## config.mk

```make
export PLATFORM = sky130hd
export DESIGN_NAME = decimal_text_to_uq44
export DESIGN_NICKNAME = d
export VERILOG_FILES = /design/src/rtl/dttu_pkg.sv /design/src/rtl/dttu_dp.sv /design/src/rtl/dttu_ctrl.sv /design/src/rtl/decimal_text_to_uq44.sv
export SDC_FILE = /design/constraint.sdc
export NUM_CORES = 1
export LEC_CHECK = 0
export ABC_CLOCK_PERIOD_IN_PS = 5500
export BUFFER_PORTS_ARGS = -buffer_cell sky130_fd_sc_hd__buf_4
export CORE_ASPECT_RATIO = 1.2
export CORE_UTILIZATION = 52
export DETAILED_ROUTE_END_ITERATION = 6
export GPL_ROUTABILITY_DRIVEN = 0
export PLACE_DENSITY = 0.69
export SLEW_MARGIN = 40
export SYNTH_ARGS = -nofsm -noshare
export SYNTH_HDL_FRONTEND = slang
export SYNTH_SLANG_ARGS = --single-unit
```

## constraint.sdc

```tcl
create_clock -name clk -period 5.5 [get_ports clk]
set_clock_uncertainty 0.15 [all_clocks]
set_input_delay 0 -clock clk [delete_from_list [all_inputs] [get_ports clk]]
set_output_delay 0 -clock clk [all_outputs]
set_load 0.1 [all_outputs]
```

## src/rtl/dttu_pkg.sv

```systemverilog
// Shared types, character codes and the power-of-ten table for the decimal text converter.
`timescale 1ns / 1ps

package dttu_pkg;

	// Default limit on kept fraction digits
	localparam int MAX_FRACTION_DIGITS_DEF = 9;

	// Character codes
	localparam logic [7:0] CHAR_ZERO  = 8'h30;
	localparam logic [7:0] CHAR_NINE  = 8'h39;
	localparam logic [7:0] CHAR_POINT = 8'h2E;
	localparam logic [7:0] CHAR_LF    = 8'h0A;
	localparam logic [7:0] CHAR_NUL   = 8'h00;

	// Result constants
	localparam logic [7:0] U8_MAX  = 8'hFF;
	localparam logic [3:0] INT_MAX = 4'd15;

	// Fraction conversion: one result bit per step
	localparam int DIV_STEPS = 4;
	localparam int CNT_W     = $clog2(DIV_STEPS);
	localparam logic [CNT_W-1:0] CNT_LAST = CNT_W'(DIV_STEPS - 1);

	// Parse phase of the number
	typedef enum logic [1:0] {
		PH_INT,
		PH_FRAC,
		PH_END
	} phase_t;

	// Controller states
	typedef enum logic [1:0] {
		S_PARSE,
		S_DIV,
		S_LOAD
	} ctrl_state_t;

	// Commands from the controller to the datapath
	typedef struct packed {
		logic parse;
		logic div_step;
		logic load_out;
		logic clear;
	} dp_cmd_t;

	// Ten to the power n, for n up to nine
	function automatic logic [31:0] pow10_f(input logic [3:0] n);
		logic [31:0] r;
		unique case (n)
			4'd0: r = 32'd1;
			4'd1: r = 32'd10;
			4'd2: r = 32'd100;
			4'd3: r = 32'd1000;
			4'd4: r = 32'd10000;
			4'd5: r = 32'd100000;
			4'd6: r = 32'd1000000;
			4'd7: r = 32'd10000000;
			4'd8: r = 32'd100000000;
			4'd9: r = 32'd1000000000;
			default: r = 32'd1000000000;
		endcase
		return r;
	endfunction

endpackage

```

## src/rtl/dttu_dp.sv

```systemverilog
// Datapath: character parser, accumulators, fraction-to-nibble divider and result register.
`timescale 1ns / 1ps

module dttu_dp #(
	parameter int MAX_FRACTION_DIGITS = dttu_pkg::MAX_FRACTION_DIGITS_DEF,
	parameter int FRAC_W = 30,
	parameter int DIG_W  = 4
) (
	input  logic             clk,
	input  logic             arst_n,
	input  dttu_pkg::dp_cmd_t cmd,
	input  logic [7:0]       char_code,
	output logic [7:0]       fixed_value,
	output logic             saturated,
	output logic             bad_char
);
	import dttu_pkg::*;

	phase_t            phase_q;
	logic [3:0]        int_q;
	logic              too_big_q;
	logic [FRAC_W-1:0] frac_q;
	logic [DIG_W-1:0]  digits_q;
	logic              err_q;
	logic [3:0]        bits_q;

	logic              is_digit;
	logic              is_term;
	logic              is_point;
	logic [3:0]        digit;
	logic [7:0]        int_next;
	logic [FRAC_W+3:0] frac_ext;
	logic [FRAC_W+3:0] frac_next;
	logic              room;
	logic [31:0]       pow_full;
	logic [FRAC_W-1:0] one_v;
	logic [FRAC_W:0]   dbl;
	logic [FRAC_W:0]   diff;
	logic              ge;

	// Character classes
	always_comb begin
		is_digit = (char_code >= CHAR_ZERO) && (char_code <= CHAR_NINE);
		is_term  = (char_code == CHAR_LF) || (char_code == CHAR_NUL);
		is_point = (char_code == CHAR_POINT);
		digit    = is_digit ? 4'(char_code - CHAR_ZERO) : 4'd0;
	end

	// Decimal multiply-add for both parts: acc * 10 + digit as two shifts and adds
	always_comb begin
		int_next  = ({4'b0, int_q} << 3) + ({4'b0, int_q} << 1) + {4'b0, digit};
		frac_ext  = {4'b0, frac_q};
		frac_next = (frac_ext << 3) + (frac_ext << 1) + {{FRAC_W{1'b0}}, digit};
		room      = digits_q < DIG_W'(MAX_FRACTION_DIGITS);
	end

	// One restoring step of fraction / 10^digits
	always_comb begin
		pow_full = pow10_f(4'(digits_q));
		one_v    = pow_full[FRAC_W-1:0];
		dbl      = {frac_q, 1'b0};
		ge       = dbl >= {1'b0, one_v};
		diff     = dbl - {1'b0, one_v};
	end

	// Parse state and divider
	always_ff @(posedge clk or negedge arst_n) begin
		if (!arst_n) begin
			phase_q   <= PH_INT;
			int_q     <= '0;
			too_big_q <= 1'b0;
			frac_q    <= '0;
			digits_q  <= '0;
			err_q     <= 1'b0;
		end else begin
			priority if (cmd.clear) begin
				phase_q   <= PH_INT;
				int_q     <= '0;
				too_big_q <= 1'b0;
				frac_q    <= '0;
				digits_q  <= '0;
				err_q     <= 1'b0;
			end else if (cmd.div_step) begin
				frac_q <= ge ? diff[FRAC_W-1:0] : dbl[FRAC_W-1:0];
			end else if (cmd.parse) begin
				unique case (phase_q)
					PH_INT: begin
						priority if (is_term) begin
							phase_q <= PH_END;
						end else if (is_point) begin
							phase_q <= PH_FRAC;
						end else if (is_digit) begin
							if (int_next > {4'b0, INT_MAX}) begin
								too_big_q <= 1'b1;
								int_q     <= INT_MAX;
							end else begin
								int_q <= int_next[3:0];
							end
						end else begin
							err_q <= 1'b1;
						end
					end
					PH_FRAC: begin
						priority if (is_term) begin
							phase_q <= PH_END;
						end else if (is_digit) begin
							if (room) begin
								frac_q   <= frac_next[FRAC_W-1:0];
								digits_q <= digits_q + DIG_W'(1);
							end
						end else begin
							err_q <= 1'b1;
						end
					end
					default: begin
					end
				endcase
			end
		end
	end

	// Quotient bits shift in MSB first
	always_ff @(posedge clk) begin
		if (cmd.div_step) begin
			bits_q <= {bits_q[2:0], ge};
		end
	end

	// Result register
	always_ff @(posedge clk) begin
		if (cmd.load_out) begin
			fixed_value <= (too_big_q || err_q) ? U8_MAX : {int_q, bits_q};
			saturated   <= too_big_q;
			bad_char    <= err_q;
		end
	end

endmodule

```

## src/rtl/dttu_ctrl.sv

```systemverilog
// Controller: sequences parsing, the four divider steps and the result transfer.
`timescale 1ns / 1ps

module dttu_ctrl (
	input  logic              clk,
	input  logic              arst_n,
	input  logic              in_valid,
	output logic              in_stall,
	input  logic              is_last,
	output logic              out_valid,
	input  logic              out_stall,
	output dttu_pkg::dp_cmd_t cmd
);
	import dttu_pkg::*;

	ctrl_state_t      state_q;
	ctrl_state_t      state_d;
	logic [CNT_W-1:0] cnt_q;
	logic             out_valid_q;
	logic             in_xfer;
	logic             out_free;

	assign in_xfer   = in_valid && !in_stall;
	assign out_free  = !out_valid_q || !out_stall;
	assign out_valid = out_valid_q;

	// Next state
	always_comb begin
		state_d = state_q;
		unique case (state_q)
			S_PARSE: if (in_xfer && is_last) state_d = S_DIV;
			S_DIV:   if (cnt_q == CNT_LAST) state_d = S_LOAD;
			S_LOAD:  if (out_free) state_d = S_PARSE;
			default: state_d = S_PARSE;
		endcase
	end

	// Outputs and datapath commands
	always_comb begin
		in_stall     = 1'b1;
		cmd          = '0;
		unique case (state_q)
			S_PARSE: begin
				in_stall  = 1'b0;
				cmd.parse = in_valid;
			end
			S_DIV: cmd.div_step = 1'b1;
			S_LOAD: begin
				cmd.load_out = out_free;
				cmd.clear    = out_free;
			end
			default: begin
			end
		endcase
	end

	// State, step count and result valid
	always_ff @(posedge clk or negedge arst_n) begin
		if (!arst_n) begin
			state_q     <= S_PARSE;
			cnt_q       <= '0;
			out_valid_q <= 1'b0;
		end else begin
			state_q <= state_d;
			cnt_q   <= (state_q == S_DIV) ? cnt_q + CNT_W'(1) : '0;
			if (cmd.load_out) begin
				out_valid_q <= 1'b1;
			end else if (!out_stall) begin
				out_valid_q <= 1'b0;
			end
		end
	end

`ifndef NO_ASSERTIONS
	// A last character starts the divider
	assert property (@(posedge clk) disable iff (!arst_n)
		state_q == S_PARSE && in_xfer && is_last |=> state_q == S_DIV)
		else $error("last transfer did not start division");

	// Exactly four divider steps, then load
	assert property (@(posedge clk) disable iff (!arst_n)
		state_q == S_DIV && cnt_q == CNT_LAST |=> state_q == S_LOAD)
		else $error("divider did not end after four steps");

	// The step counter is idle outside division
	assert property (@(posedge clk) disable iff (!arst_n)
		state_q != S_DIV |-> cnt_q == '0)
		else $error("step counter running outside division");

	// A load never overwrites a result that is still waiting
	assert property (@(posedge clk) disable iff (!arst_n)
		cmd.load_out |-> !(out_valid_q && out_stall))
		else $error("result register overwritten");

	// A loaded result is offered next cycle
	assert property (@(posedge clk) disable iff (!arst_n)
		cmd.load_out |=> out_valid_q)
		else $error("loaded result not valid");
`endif

endmodule

```

## src/rtl/decimal_text_to_uq44.sv

```systemverilog
// Top level of the decimal text to unsigned 4.4 fixed-point converter.
`timescale 1ns / 1ps

// Takes a decimal number as ASCII characters, one per transfer, and gives its unsigned
// 4.4 value after the transfer with is_last set. The character marked last is parsed
// and then followed by the steps of the restoring divider that turns the fraction into
// sixteenths and by the load of the result register; the input is stalled during the
// divider steps and until the single result register is free. A finished result may
// wait in its register while the next number's characters are taken. An integer part
// of 16 or more gives 255 with saturated set; a character other than a digit, one
// point, newline or NUL gives 255 with bad_char set. Newline or NUL ends the number
// and the characters after it are ignored; fraction digits beyond MAX_FRACTION_DIGITS
// are also ignored.
module decimal_text_to_uq44 #(
	parameter int MAX_FRACTION_DIGITS = dttu_pkg::MAX_FRACTION_DIGITS_DEF
) (
	input  logic       clk,
	input  logic       arst_n,
	input  logic       in_valid,
	output logic       in_stall,
	input  logic [7:0] char_code,
	input  logic       is_last,
	output logic       out_valid,
	input  logic       out_stall,
	output logic [7:0] fixed_value,
	output logic       saturated,
	output logic       bad_char
);
	import dttu_pkg::*;

	localparam int FRAC_W = $clog2(pow10_f(4'(MAX_FRACTION_DIGITS)));
	localparam int DIG_W  = $clog2(MAX_FRACTION_DIGITS + 1);

	dp_cmd_t cmd;

	// Sequencer
	dttu_ctrl u_ctrl (
		.clk       (clk),
		.arst_n    (arst_n),
		.in_valid  (in_valid),
		.in_stall  (in_stall),
		.is_last   (is_last),
		.out_valid (out_valid),
		.out_stall (out_stall),
		.cmd       (cmd)
	);

	// Parser, divider and result register
	dttu_dp #(
		.MAX_FRACTION_DIGITS (MAX_FRACTION_DIGITS),
		.FRAC_W              (FRAC_W),
		.DIG_W               (DIG_W)
	) u_dp (
		.clk         (clk),
		.arst_n      (arst_n),
		.cmd         (cmd),
		.char_code   (char_code),
		.fixed_value (fixed_value),
		.saturated   (saturated),
		.bad_char    (bad_char)
	);

endmodule

```

==> summary.md <==
| Metric | Value |
|---|---|
| Critical path's top delay family | `compound AO/OA/AOI/OAI gates` |
| Main combinational cell family by area after synthesis | `compound AO/OA/AOI/OAI gates` |
| Number of flops mapped to enable cells by yosys | `14` |
| Clk buf depth | `2` |
| Simple-gate share of the synthesized area | `18.0%` |
| WHS | `-2.58 ps` |
| H-tree levels | `3` |
| Final nets | `approximately 960` |
| Layout cells sized above 1 | `under 10%` |
| Yosys reg bits | `around 60` |
| Slowest-stage cell, CP | `a2111oi_1` |
| DRC | `0` |
| Syn Std Cell Area | `~6800 sq um` |
| YS warnings | `0` |
| # fillers | `around 1100` |
| Final core occ | `just under 60%` |
| Post-synth top area share | `a little under a fifth` |
| Antenna viol nets, final | `0` |
| Root buffer cell | `clkbuf_16` |
| Total Routing Usage GR | `27.6%` |
| Worst-path clk slew | `roughly 60 ps` |
| Die H | `~130 microns` |
| Ant. Diodes | `0` |
| Worst Tran Pin Value | `roughly 720 ps` |
| Post-Synth Adder-Cell Area | `19.5%` |
| Critical path's largest stage delay | `around 500 ps` |
| Vias in the first global route | `about 6200` |
| Port bufs | `24` |
| Most frequent cells in the layout | `101 x ha_1, 93 x nand2_1, 81 x a21oi_1` |
| DR vias | `6373` |
| Area contributors post-synth | `ha_1 19%, dfrtp_1 17%, edfxtp_1 6.2%` |
| Synth Instances | `~830` |
| Routed len/inst | `about 18 microns` |
| Setup crit start kind | `flop` |
| Most used cell, CP | `ha_1` |
| Drt via density | `approximately 6.3` |
| Synth Area in Compound Gates | `26.5%` |
| CTS tree | `built` |
| Critical path buffers and inverters | `2` |
| Clk sink count | `between 60 and 70` |
| Setup-failing EPs final | `0` |
| Post-synth cell types | `70` |
| Slew margin rel. | `between 50% and 60%` |
| Avg Inst Size Synth | `approximately 8.2 sq um` |
| Rows | `45` |
| RSZ-0062 raised after global routing | `false` |
| CP max FO | `17` |
| Syn_nets | `between 900 and 1000` |
| Post-synth ARST share | `between 70 and 80%` |
| Placed Instances | `a little under 1000` |
| Max-cap viol count | `0` |
| Top_reg_cell synth | `dfrtp_1` |
| HP Class | `primary input to flop` |
| Core area | `about 13000 sq um` |
| Min cycle time layout | `4500 ps` |
| First-pass GRT wire length | `between 20000 and 30000 microns` |
| Crit-path cells | `inv_1, ha_1, a21o_1, o21a_1, ha_1, nand2_1, nor3_1, o21ai_0, a2111oi_1, a211oi_2, o21ai_4, buf_6, nor2_1, a211oi_1, o221a_2` |
| Initial DRC Count | `441` |
| Dominant cell type by area after synthesis | `ha_1` |
| Cts bufs inserted | `9` |
| Fmax | `roughly 0.22 GHz` |
| Synth Area in XOR/XNOR | `6.19%` |
| Crit Path Category | `flop to flop` |
| Tcrit/Tclk final | `81.8%` |
| Seq/Total Area, Yosys | `23.5%` |
| Status | `finished, violations left` |
| Post CTS Setup Buffer Count | `0` |
| Mux cell area share after synthesis | `between 2 and 2.5%` |
| Failing checks | `hold timing` |
| Non-Filler Instances | `between 1000 and 1500` |
| Synth-to-layout area growth | `9.53%` |
| Commonest non-fill, non-tap cell in the layout | `ha_1` |
| Die span in x | `approximately 110 microns` |
| GR Overflow Total | `0` |
| CP required | `5630 ps` |
| Worst-skew pair later-pin latency | `between 300 and 400 ps` |
| Initial antenna violation count | `0` |
| Pre-Repair DR Iteration Count | `5` |
| Arrival time worst endpoint | `roughly 4600 ps` |
| Final wirelength | `about 18000 microns` |
| Largest net degree at the start of global routing | `48` |
| Starting density of the core | `around 54%` |
| Critical path endpoint category | `flop` |
| Fin. Hold Viols | `1` |
| DP Wirelength | `roughly 13000 microns` |
| Ports | `25` |
| Fin Setup TNS | `0 ps` |
| Die area | `roughly 14000 sq um` |
| Max Slew Vio Count | `0` |
## logic make-up after synthesis
group	Yosys count
xor+xnor	48
flops	61
buf+inv	64
mux	14
simple gates	255
fa+ha+maj	104
compound gates	282
## path summary, 6_finish.rpt
| check | from | cells after the start | slack, ps | end |
|---|---|---|---|---|
| min reg2reg | u_ctrl.cnt_q[0] | 1 | 290 | u_ctrl.cnt_q[0] |
| max in group asynchronous | arst_n | 2 | 4690 | u_dp.frac_q[16] |
| max | u_dp.digits_q[0] | 15 | 1000 | u_dp.frac_q[24] |
| max reg2reg | u_dp.digits_q[0] | 15 | 1000 | u_dp.frac_q[24] |
| min in group asynchronous | arst_n | 2 | 80 | u_ctrl.state_q[1] |
| min | char_code[2] | 3 | -3 | u_dp.phase_q[0] |
## registers in the layout, summed over array words and instances (netlist names)
register / cells
u_dp.bits_q: 4
u_ctrl.cnt_q: 2
u_dp.int_q: 4
u_ctrl.out_valid: 1
u_dp.too_big_q: 1
u_dp.err_q: 1
u_dp.frac_q: 30
u_dp.digits_q: 4
u_dp.bad_char: 1
u_ctrl.state_q: 2
u_dp.fixed_value: 8
u_dp.saturated: 1
u_dp.phase_q: 2
## synth_stat cells (4+ instances only)
master / instances
ha_1: 101
nand2_1: 93
a21oi_1: 81
o21ai_0: 69
nor2_1: 50
dfrtp_1: 47
a21o_1: 29
clkbuf_1: 29
xnor2_1: 26
inv_1: 22
xor2_1: 22
a211oi_1: 17
nand3_1: 16
or3_1: 16
nand4_1: 15
a31oi_1: 14
edfxtp_1: 14
nand2b_1: 13
nor3_1: 13
mux2i_1: 11
o21a_1: 9
and2_1: 8
o211ai_1: 7
nor4_1: 6
a31o_2: 5
buf_6: 5
nor2b_1: 5
o31ai_1: 5
and3_1: 4
o21ai_1: 4
## timing repair
| action | CTS | global route |
|---|---|---|
| hold buffers | 7 | 0 |
| resized for setup | 0 | 0 |
| endpoints found under the hold margin | 54 | 0 |
## through the flow
| step | cell area (sq um) | setup WS, ps |
|---|---|---|
| after floorplan | 6790 | 1680 |
| after global placement | 7050 | 1030 |
| after detailed placement | 7050 | 824 |
| after CTS | 7420 | 799 |
| after global routing | 7430 | 639 |
| final | 7430 | 999 |
## worst min-delay path, delay by kind of cell
family                 cells  cell delay (ps)
AO/OA/AOI/OAI              1              240
buffers and inverters      1              100
AND/OR/NAND/NOR            1               80
## per-layer routing
metal / up-vias / global-route usage (%) / wire (microns)
met4: 0 / 12.7 / 631
li1: 3113 / - / -
met2: 198 / 49.0 / 8940
met1: 3013 / 33.7 / 7740
met5: - / 0 / 0
met3: 49 / 2.45 / 681
## area by class of cell
class | count | area [sq um] | area share [%]
multi-input combinational | 703 | 4920 | 66.2
sequential | 61 | 1600 | 21.5
timing repair buffer | 40 | 322 | 4.33
clock buffer | 9 | 225 | 3.03
tap | 164 | 205 | 2.76
inverter | 25 | 93.8 | 1.26
clock inverter | 7 | 73.8 | 0.993
Power is left out: the tool's default activity adds up to more than one toggle a clock period on the data nets, which glitch-free logic cannot reach.
